===== config.mk =====
export PLATFORM = sky130hd
export DESIGN_NAME = fraction_reducer
export DESIGN_NICKNAME = d
export VERILOG_FILES = /design/src/design/fr_pkg.sv /design/src/design/fr_gcd.sv /design/src/design/fr_div.sv /design/src/design/fraction_reducer.sv
export SDC_FILE = /design/constraint.sdc
export NUM_CORES = 1
export LEC_CHECK = 0
export BUFFER_PORTS_ARGS = -buffer_cell sky130_fd_sc_hd__buf_2
export CAP_MARGIN = 20
export CORE_ASPECT_RATIO = 0.8
export CORE_UTILIZATION = 50
export CTS_CLUSTER_SIZE = 24
export DETAILED_ROUTE_END_ITERATION = 6
export PLACE_DENSITY_LB_ADDON = 0.05
export REMOVE_ABC_BUFFERS = 1
export SYNTH_ARGS = -nofsm -noshare
export SYNTH_HDL_FRONTEND = slang
export SYNTH_HIERARCHICAL = 1
export SYNTH_SLANG_ARGS = --single-unit
export TNS_END_PERCENT = 30

===== constraint.sdc =====
create_clock -name clk -period 7.3 [get_ports clk]
set_input_delay 1.825 -clock clk [delete_from_list [all_inputs] [get_ports clk]]
set_output_delay 1.825 -clock clk [all_outputs]
set_load 0.01 [all_outputs]

===== src/design/fr_pkg.sv =====
`timescale 1ns / 1ps

package fr_pkg;

    localparam int WIDTH = 32;
    localparam int CNT_W = $clog2(WIDTH);

    typedef enum logic [2:0] {
        ST_IDLE,
        ST_GCD,
        ST_DIVN,
        ST_DIVD,
        ST_DONE
    } fr_state_t;

    // handshake between the sequencer and one of its arithmetic units
    typedef struct packed {
        logic start;
    } fr_unit_ctrl_t;

    typedef struct packed {
        logic done;
    } fr_unit_stat_t;

endpackage


===== src/design/fr_gcd.sv =====
`timescale 1ns / 1ps

module fr_gcd
    import fr_pkg::*;
(
    input  logic                 clk,
    input  logic                 rst_n,
    input  fr_unit_ctrl_t        ctrl,
    input  logic [WIDTH-1:0]     a_in,
    input  logic [WIDTH-1:0]     b_in,
    output fr_unit_stat_t        stat,
    output logic [WIDTH-1:0]     gcd
);

    logic             busy_reg, busy_next;
    logic [WIDTH-1:0] a_reg, a_next;
    logic [WIDTH-1:0] b_reg, b_next;
    logic [CNT_W-1:0] k_reg, k_next;
    logic             finish;

    // binary GCD, one shift or one subtract per cycle; the common power of
    // two is put back one left shift a cycle once both operands agree
    always_comb
    begin
        a_next = a_reg;
        b_next = b_reg;
        k_next = k_reg;
        finish = 1'b0;
        priority if (a_reg == b_reg)
        begin
            if (k_reg == '0)
            begin
                finish = 1'b1;
            end
            else
            begin
                a_next = {a_reg[WIDTH-2:0], 1'b0};
                b_next = {b_reg[WIDTH-2:0], 1'b0};
                k_next = k_reg - 1'b1;
            end
        end
        else if (!a_reg[0] && !b_reg[0])
        begin
            a_next = {1'b0, a_reg[WIDTH-1:1]};
            b_next = {1'b0, b_reg[WIDTH-1:1]};
            k_next = k_reg + 1'b1;
        end
        else if (!a_reg[0])
        begin
            a_next = {1'b0, a_reg[WIDTH-1:1]};
        end
        else if (!b_reg[0])
        begin
            b_next = {1'b0, b_reg[WIDTH-1:1]};
        end
        else if (a_reg > b_reg)
        begin
            a_next = (a_reg - b_reg) >> 1;
        end
        else
        begin
            b_next = (b_reg - a_reg) >> 1;
        end

        if (ctrl.start)
        begin
            a_next = a_in;
            b_next = b_in;
            k_next = '0;
        end
        busy_next = ctrl.start || (busy_reg && !finish);
    end

    always_ff @(posedge clk or negedge rst_n)
    begin
        if (!rst_n)
        begin
            busy_reg <= 1'b0;
        end
        else
        begin
            busy_reg <= busy_next;
        end
    end

    always_ff @(posedge clk)
    begin
        a_reg <= a_next;
        b_reg <= b_next;
        k_reg <= k_next;
    end

    assign stat.done = busy_reg && finish;
    assign gcd       = a_reg;

endmodule


===== src/design/fr_div.sv =====
`timescale 1ns / 1ps

module fr_div
    import fr_pkg::*;
(
    input  logic                 clk,
    input  logic                 rst_n,
    input  fr_unit_ctrl_t        ctrl,
    input  logic [WIDTH-1:0]     dividend,
    input  logic [WIDTH-1:0]     divisor,
    output fr_unit_stat_t        stat,
    output logic [WIDTH-1:0]     quotient
);

    logic             busy_reg, busy_next;
    logic [WIDTH-1:0] rem_reg, rem_next;
    logic [WIDTH-1:0] quo_reg, quo_next;
    logic [WIDTH-1:0] dsr_reg, dsr_next;
    logic [CNT_W-1:0] cnt_reg, cnt_next;
    logic [WIDTH:0]   shifted;
    logic [WIDTH:0]   diff;
    logic             ge;
    logic             last;

    // restoring division: one quotient bit per cycle, MSB first
    always_comb
    begin
        shifted  = {rem_reg, quo_reg[WIDTH-1]};
        diff     = shifted - {1'b0, dsr_reg};
        ge       = !diff[WIDTH];
        last     = (cnt_reg == '0);
        rem_next = ge ? diff[WIDTH-1:0] : shifted[WIDTH-1:0];
        quo_next = {quo_reg[WIDTH-2:0], ge};
        dsr_next = dsr_reg;
        cnt_next = cnt_reg - 1'b1;
        if (ctrl.start)
        begin
            rem_next = '0;
            quo_next = dividend;
            dsr_next = divisor;
            cnt_next = CNT_W'(WIDTH - 1);
        end
        busy_next = ctrl.start || (busy_reg && !last);
    end

    always_ff @(posedge clk or negedge rst_n)
    begin
        if (!rst_n)
        begin
            busy_reg <= 1'b0;
        end
        else
        begin
            busy_reg <= busy_next;
        end
    end

    always_ff @(posedge clk)
    begin
        rem_reg <= rem_next;
        quo_reg <= quo_next;
        dsr_reg <= dsr_next;
        cnt_reg <= cnt_next;
    end

    assign stat.done = busy_reg && last;
    assign quotient  = {quo_reg[WIDTH-2:0], ge};

endmodule


===== src/design/fraction_reducer.sv =====
`timescale 1ns / 1ps
// channel | handshake            | payload
// --------+----------------------+---------------------------------------------------
// in      | in_valid / in_ready  | numerator, denominator
// out     | out_valid / out_ready| reduced_numerator, reduced_denominator, is_whole,
//         |                      | bad_operand
//
// One beat at a time: binary GCD (one shift or subtract a cycle), then two
// serial divisions by the GCD and a load of the output register; a zero
// operand skips the GCD and the divisions and goes straight to the load.
// in_ready is high only while the sequencer is idle. The output register
// holds a result under stall while the next beat is already being worked;
// a finished result waits until that register is free. Reset clears control.

module fraction_reducer
    import fr_pkg::*;
(
    input  logic             clk,
    input  logic             rst_n,
    input  logic             in_valid,
    output logic             in_ready,
    input  logic [WIDTH-1:0] numerator,
    input  logic [WIDTH-1:0] denominator,
    output logic             out_valid,
    input  logic             out_ready,
    output logic [WIDTH-1:0] reduced_numerator,
    output logic [WIDTH-1:0] reduced_denominator,
    output logic             is_whole,
    output logic             bad_operand
);

    fr_state_t        state_reg, state_next;
    logic [WIDTH-1:0] num_reg, den_reg, gcd_reg, rn_reg;
    logic             bad_reg;
    logic             out_valid_reg, out_valid_next;
    logic [WIDTH-1:0] out_rn_reg, out_rd_reg;
    logic             out_whole_reg, out_bad_reg;

    fr_unit_ctrl_t    gcd_ctrl, div_ctrl;
    fr_unit_stat_t    gcd_stat, div_stat;
    logic [WIDTH-1:0] gcd_val, quotient;
    logic [WIDTH-1:0] div_dividend, div_divisor;
    logic             accept, zero_in, load;

    fr_gcd u_gcd
    (
        .clk   (clk),
        .rst_n (rst_n),
        .ctrl  (gcd_ctrl),
        .a_in  (numerator),
        .b_in  (denominator),
        .stat  (gcd_stat),
        .gcd   (gcd_val)
    );

    fr_div u_div
    (
        .clk      (clk),
        .rst_n    (rst_n),
        .ctrl     (div_ctrl),
        .dividend (div_dividend),
        .divisor  (div_divisor),
        .stat     (div_stat),
        .quotient (quotient)
    );

    assign in_ready = (state_reg == ST_IDLE);
    assign accept   = in_valid && in_ready;
    assign zero_in  = (numerator == '0) || (denominator == '0);

    always_comb
    begin
        state_next     = state_reg;
        gcd_ctrl.start = 1'b0;
        div_ctrl.start = 1'b0;
        div_dividend   = num_reg;
        div_divisor    = gcd_val;
        load           = 1'b0;
        unique case (state_reg)
            ST_IDLE:
            begin
                if (accept)
                begin
                    gcd_ctrl.start = !zero_in;
                    state_next     = zero_in ? ST_DONE : ST_GCD;
                end
            end
            ST_GCD:
            begin
                if (gcd_stat.done)
                begin
                    div_ctrl.start = 1'b1;
                    state_next     = ST_DIVN;
                end
            end
            ST_DIVN:
            begin
                // second division reuses the divider with the held GCD
                div_dividend = den_reg;
                div_divisor  = gcd_reg;
                if (div_stat.done)
                begin
                    div_ctrl.start = 1'b1;
                    state_next     = ST_DIVD;
                end
            end
            ST_DIVD:
            begin
                div_dividend = den_reg;
                div_divisor  = gcd_reg;
                if (div_stat.done)
                begin
                    state_next = ST_DONE;
                end
            end
            ST_DONE:
            begin
                if (!out_valid_reg || out_ready)
                begin
                    load       = 1'b1;
                    state_next = ST_IDLE;
                end
            end
            default:
            begin
                state_next = ST_IDLE;
            end
        endcase

        out_valid_next = out_valid_reg && !out_ready;
        if (load)
        begin
            out_valid_next = 1'b1;
        end
    end

    always_ff @(posedge clk or negedge rst_n)
    begin
        if (!rst_n)
        begin
            state_reg     <= ST_IDLE;
            out_valid_reg <= 1'b0;
        end
        else
        begin
            state_reg     <= state_next;
            out_valid_reg <= out_valid_next;
        end
    end

    always_ff @(posedge clk)
    begin
        if (accept)
        begin
            num_reg <= numerator;
            den_reg <= zero_in ? '0 : denominator;
            bad_reg <= zero_in;
            rn_reg  <= '0;
            gcd_reg <= '0;
        end
        if (state_reg == ST_GCD && gcd_stat.done)
        begin
            gcd_reg <= gcd_val;
        end
        if (state_reg == ST_DIVN && div_stat.done)
        begin
            rn_reg <= quotient;
        end
        if (state_reg == ST_DIVD && div_stat.done)
        begin
            den_reg <= quotient;
        end
        if (load)
        begin
            out_rn_reg    <= rn_reg;
            out_rd_reg    <= den_reg;
            out_whole_reg <= !bad_reg && (den_reg == WIDTH'(1));
            out_bad_reg   <= bad_reg;
        end
    end

    assign out_valid           = out_valid_reg;
    assign reduced_numerator   = out_rn_reg;
    assign reduced_denominator = out_rd_reg;
    assign is_whole            = out_whole_reg;
    assign bad_operand         = out_bad_reg;

endmodule


==> results of run 1 <==
==> layer usage <==
metal / up-vias / part of all wire [%] / wire [um] / global-route usage [%]
li1: 7485 / - / - / -
met3: 117 / 8.8 / 5920 / 5.09
met5: - / 0.16 / 105 / 1.74
met1: 7999 / 48 / 32100 / 48.5
met4: 2 / 3.0 / 2050 / 10.2
met2: 762 / 41 / 27400 / 43.3
==> through the flow <==
stage / std cells / worst slack [ps]
2_1_floorplan: 1876 / -2590
5_1_grt: 2665 / 1260
6_report: 2668 / 1670
4_1_cts: 2663 / 1700
3_5_place_dp: 2589 / 1710
3_3_place_gp: 2589 / 1860
==> report_power, final <==
group          leakage, nW  internal, mW  total (mW)  switching, mW
Clock                0.644          1.18        2.07          0.891
Sequential            3.43          2.90        3.35          0.449
Combinational         5.14          2.31        6.21           3.90
Total                 9.21          6.40        11.6           5.24
==> synthesized netlist by cell type (45+ instances only) <==
cell      number  area share (%)
a21o_1        45             1.6
a21oi_1      125             3.0
inv_1        122             2.2
nor2_1       132             2.3
mux2_2        95             5.1
edfxtp_1     291              41
xnor2_1       56             2.3
dfxtp_1       74             7.0
ha_1         100             5.9
clkbuf_1      60             1.1
o21ai_0      118             2.8
nand2_1      188             3.3
and2_1        71             2.1
==> cell usage in the layout, fill, tap and decap left out, types with 26 or more instances in the layout <==
master     count
buf_4         26
a21oi_1      125
ha_1         100
buf_2        135
inv_1        121
nor4_1        26
a21o_1        44
nor3_1        26
nand2_1      188
xnor2_1       56
xor2_1        31
clkbuf_16     41
mux2_2        95
nor2_1       130
a311oi_1      32
o21ai_0      118
edfxtp_1     291
dfxtp_1       74
a221oi_1      36
and2_1        71
nand3_1       31
==> final timing paths <==
kind | startpoint | end | slack [ps] | cells after the start
worst max register to register | u_gcd/gcd[23]$_DFFE_PP_ | u_div/quo_reg[27]$_DFF_P_ | 1670 | 15
min in group asynchronous | rst_n | out_valid$_DFF_PN0_ | 1090 | 1
worst min register to register | u_div/cnt_reg[0]$_SDFF_PP1_ | u_div/cnt_reg[0]$_SDFF_PP1_ | 400 | 1
worst min-delay path | u_div/cnt_reg[0]$_SDFF_PP1_ | u_div/cnt_reg[0]$_SDFF_PP1_ | 400 | 1
worst max-delay path | u_gcd/gcd[23]$_DFFE_PP_ | u_div/quo_reg[27]$_DFF_P_ | 1670 | 15
max in group asynchronous | rst_n | u_div/busy_reg$_DFF_PN0_ | 6020 | 1
==> cell type report <==
class | instances | area, sq um
clock buffers | 54 | 1130
multi-input cells | 1381 | 9580
clock inverters | 20 | 200
flip-flops and latches | 371 | 10400
well taps | 552 | 691
inverters | 124 | 473
fillers | 3637 | 18500
repair buffers | 161 | 871
diodes | 5 | 12.5
==> logic make-up (layout without fill, tap and decap cells) <==
kind of cell	after synthesis	count (layout)	share of synthesized area, %
flops	371	371	49.0
buf+inv	270	359	6.00
mux	119	119	6.19
simple gates	576	576	13.3
other cells	0	5	0
compound gates	495	495	15.6
fa+ha+maj	104	104	6.29
xor+xnor	87	87	3.60
==> critical path, stage by stage, from the launching register on <==
cell and delay, ps:
edfxtp_1 440, inv_1 70, ha_1 570, nand4_2 230
nor4_2 470, nand2b_1 190, or4_1 700, inv_6 210
nand3_1 230, nor2_1 240, nand2_1 110, nor3_2 130
buf_4 370, or2_4 610, buf_4 480, mux2_2 400
==> impl_metrics.py, run 1 <==
metrics = {
    "status": {
        "outcome": "finished, final reports clean",
    },
    "drt": {
        "drt-total-wl_um": 67500,
        "post_drt_wl_per_cell_um": 25.3,
        "vias": 16400,
        "drtIter0Drc": 1794,
        "first_pass_iters": 5,
        "ant_nets": 0,
        "via_per_inst": 6.13,
        "route.detailed.drc": 0,
    },
    "global_route": {
        "grt_pass1_vias": 15200,
        "overflow": 0,
        "antenna_found_initial": 3,
        "grt_max_degree": 67,
        "grt_pass1_wl_um": 99400,
        "track_usage_pct": 31.2,
    },
    "timing": {
        "hold_viol_final": 0,
        "setup-tns-final_ps": 0,
        "rsz0062_at_grt": "no",
        "max_clock_freq_mhz": 178,
        "relSlewSlack_pct": 33.3,
        "whs_ps": 401,
        "post-route-min-period_ps": 5630,
        "min_period_over_period_pct": 77.1,
        "slew_viol_final": 0,
        "tightest_slew_ps": 1000,
        "finalClockSkew_ps": 26.4,
        "setup_viol_count_final": 0,
    },
    "cts": {
        "cts_tree": "done",
        "cts-root-buf": "clkbuf_16",
        "cts.clk_slew.worst_paths_ps": 60,
        "clkLatencyLatePin_ps": 590,
        "clock_sinks": 371,
        "cts_buffers": 40,
        "cts_resized": 0,
        "cts_setup_buffers": 0,
        "clk_path_buf_depth": 3,
        "cts_hold_buf": 0,
        "cts_max_level": 2,
    },
    "finish": {
        "area_growth_pct": 10.2,
        "drive_gt1_share_pct": 17.0,
        "final_cell_area_sq_um": 23300,
        "nets": 2251,
        "final_util_pct": 55.8,
    },
    "flow_run": {
        "cap_violations": 0,
    },
    "place": {
        "port_buffers": 135,
        "placedInstanceArea_sq_um": 22000,
        "dp_hpwl_um": 49800,
        "gp_congestion": 0.982,
    },
    "setup_path": {
        "cp-start-kind": "flip-flop",
        "crit_arrival_ps": 6090,
        "required_ps": 7760,
        "crit_type": "flip-flop to flip-flop",
        "end_kind": "flip-flop",
        "crit_fanout": 45,
    },
    "die": {
        "dieArea_sq_um": 43200,
        "core_area_sq_um": 41800,
        "floorplan.rows": 67,
        "die_w_um": 232,
        "start_util_pct": 50.6,
        "die_y_um": 186,
        "ioPinCount": 136,
    },
    "logic_synthesis": {
        "synth_cells": 2022,
        "async_flop_share_pct": 1.62,
        "synthFlopType": "edfxtp_1",
        "ys_seq_area_share_pct": 49.0,
        "synth_warnings": 6,
        "synth_edf_count": 291,
        "synth_cell_types": 85,
        "syn_area_sq_um": 21200,
        "avgSynthCellArea_sq_um": 10.5,
        "ys_ff_latch": 371,
    },
    "power": {
        "power_density_nw_per_um2": 499,
        "p_leak_nw": 9.21,
        "peakVddDrop_v": 0.000265,
        "p_total_mw": 11.6,
    },
    "worst_hold_path": {
        "hp-class": "flip-flop to flip-flop",
    },
}
(Power assumes the default switching activity.)
==> run 2, diff against run 1 <==
Clock period 7.3 ns to 5.43 ns, I/O delays scaled along.
==> run 2 against run 1 <==
Compared with the run above:
- the flow now finishes with violations (DRC)
- global-route usage fell by 0.40 points
- clock skew is 12 ps lower
- die area unchanged
- critical endpoint is now gcd_reg[25]$_SDFFCE_PN0P_
==> impl_metrics.py, run 2 (synthesis results as in run 1) <==
metrics = {
    "status": {
        "outcome": "complete, but fails checks",
        "failed_checks": "DRC",
    },
    "finish": {
        "nets": 2258,
        "final_cell_mix": "edfxtp_1, nand2_1, buf_2",
        "final_cells": 2669,
        "area_growth_pct": 10.6,
        "drive_gt1_share_pct": 17.0,
        "final_common_cell": "edfxtp_1",
    },
    "place": {
        "dp_hpwl_um": 49000,
        "placedCellCount": 2595,
        "gp_congestion": 1.04,
        "dp_slack_ps": 716,
        "port_buffers": 135,
    },
    "setup_path": {
        "end_kind": "flip-flop",
        "critical_path_buf_inv_count": 4,
        "crit_arrival_ps": 4950,
        "cpPeakStageDelay_ps": 560,
        "cp-start-kind": "flip-flop",
        "cp_cell_sequence": "inv_1 > ha_1 > nand4_2 > nor4_2 > nand2b_1 > or4_1 > inv_6 > nand3_1 > nor2_1 > nand2_1 > nor3_2 > buf_4 > nand2b_1 > buf_4",
        "crit_fanout": 33,
        "slowest_stage": "ha_1",
        "required_ps": 5640,
        "crit_family": "simple AND/OR/NAND/NOR gates",
        "crit_type": "flip-flop to flip-flop",
    },
    "cts": {
        "cts_max_level": 2,
        "cts_hold_buf": 0,
        "cts_resized": 0,
        "clk_path_buf_depth": 3,
        "cts-root-buf": "clkbuf_16",
        "clkLatencyLatePin_ps": 560,
        "cts_buffers": 40,
        "cts_tree": "done",
        "cts_setup_buffers": 0,
        "cts.clk_slew.worst_paths_ps": 60,
        "clock_sinks": 371,
    },
    "drt": {
        "via_per_inst": 6.09,
        "top_layer_used": "met5",
        "vias": 16200,
        "wl_met2_um": 27600,
        "post_drt_wl_per_cell_um": 25.0,
        "ant_nets": 0,
        "m1WireLength_um": 31800,
        "drt-total-wl_um": 66600,
        "first_pass_iters": 7,
        "wl_met3_um": 5760,
        "drtIter0Drc": 1816,
        "route.detailed.drc": 1,
    },
    "die": {
        "dieArea_sq_um": 43200,
        "floorplan.rows": 67,
        "start_util_pct": 50.6,
        "die_y_um": 186,
        "core_area_sq_um": 41800,
        "die_w_um": 232,
        "ioPinCount": 136,
    },
    "global_route": {
        "antenna_found_initial": 5,
        "overflow": 0,
        "grt_pass1_vias": 15200,
        "grt_max_degree": 68,
        "grt_pass1_wl_um": 98600,
        "track_usage_pct": 30.8,
    },
    "timing": {
        "finalClockSkew_ps": 14.4,
        "max_clock_freq_mhz": 211,
        "min_period_over_period_pct": 87.2,
        "setup_viol_count_final": 0,
        "hold_viol_final": 0,
        "setup_slack_ps": 693,
        "slew_viol_final": 0,
        "tightest_slew_ps": 1070,
        "relSlewSlack_pct": 28.9,
        "post-route-min-period_ps": 4740,
        "rsz0062_at_grt": "no",
    },
    "power": {
        "power_density_nw_per_um2": 666,
        "peakVddDrop_v": 0.000375,
        "p_leak_nw": 9.26,
    },
    "worst_hold_path": {
        "hp-class": "flip-flop to flip-flop",
    },
    "flow_run": {
        "cap_violations": 0,
    },
}
==> run 2: cell types whose count changed in the layout (fill, tap and decap cells not counted), moves of 3 or more <==
cell,before,now
bufinv_16,2,5
buf_4,26,30
clkbuf_8,6,2
clkinvlp_4,4,1
diode_2,5,1
==> run 2: layout make-up <==
| cell class | count | area, sq um |
|---|---|---|
| sequential | 371 | 10400 |
| fill | 3714 | 18400 |
| multi-input combinational | 1381 | 9580 |
| clock buffer | 52 | 1090 |
| tap | 552 | 691 |
| antenna | 1 | 2.50 |
| timing repair buffer | 168 | 956 |
| clock inverter | 20 | 265 |
| inverter | 124 | 473 |
==> run 2: power by group <==
group          leakage [nW]  internal [mW]  switching, mW  total [mW]
registers              3.43           3.89          0.602        4.50
clock network         0.655           1.66           1.15        2.82
logic                  5.18           3.16           5.13        8.29
==> run 2: final timing paths <==
check,start,slack (ps),endpoint,cells after the start
max reg2reg,u_gcd/gcd[23]$_DFFE_PP_,690,gcd_reg[25]$_SDFFCE_PN0P_,14
max,u_gcd/gcd[23]$_DFFE_PP_,690,gcd_reg[25]$_SDFFCE_PN0P_,14
max in group asynchronous,rst_n,4640,state_reg[0]$_DFFE_PN0P_,1
min in group asynchronous,rst_n,630,out_valid$_DFF_PN0_,1
min,u_div/cnt_reg[0]$_SDFF_PP1_,410,u_div/cnt_reg[0]$_SDFF_PP1_,1
min reg2reg,u_div/cnt_reg[0]$_SDFF_PP1_,410,u_div/cnt_reg[0]$_SDFF_PP1_,1
==> run 2: per-stage QoR <==
step | util [%] | setup TNS, ps | hold WS (ps) | cell area, sq um | power (mW)
detailed placement | 52.7 | 0 | 395 | 22100 | 12.5
global placement | 52.7 | 0 | 382 | 22100 | 12.6
global route | 56.0 | 0 | 426 | 23400 | 16.5
finish | 56.0 | 0 | 408 | 23400 | 15.6
floorplan | - | -236490 | 371 | 20400 | 10.1
CTS | 56.0 | 0 | 410 | 23400 | 15.4
==> run 2: routing by layer <==
layer	vias up	GRT usage (%)
met2	741	44.3
met1	7892	47.2
met5	-	0
met3	97	6.07
met4	2	7.08
li1	7509	-
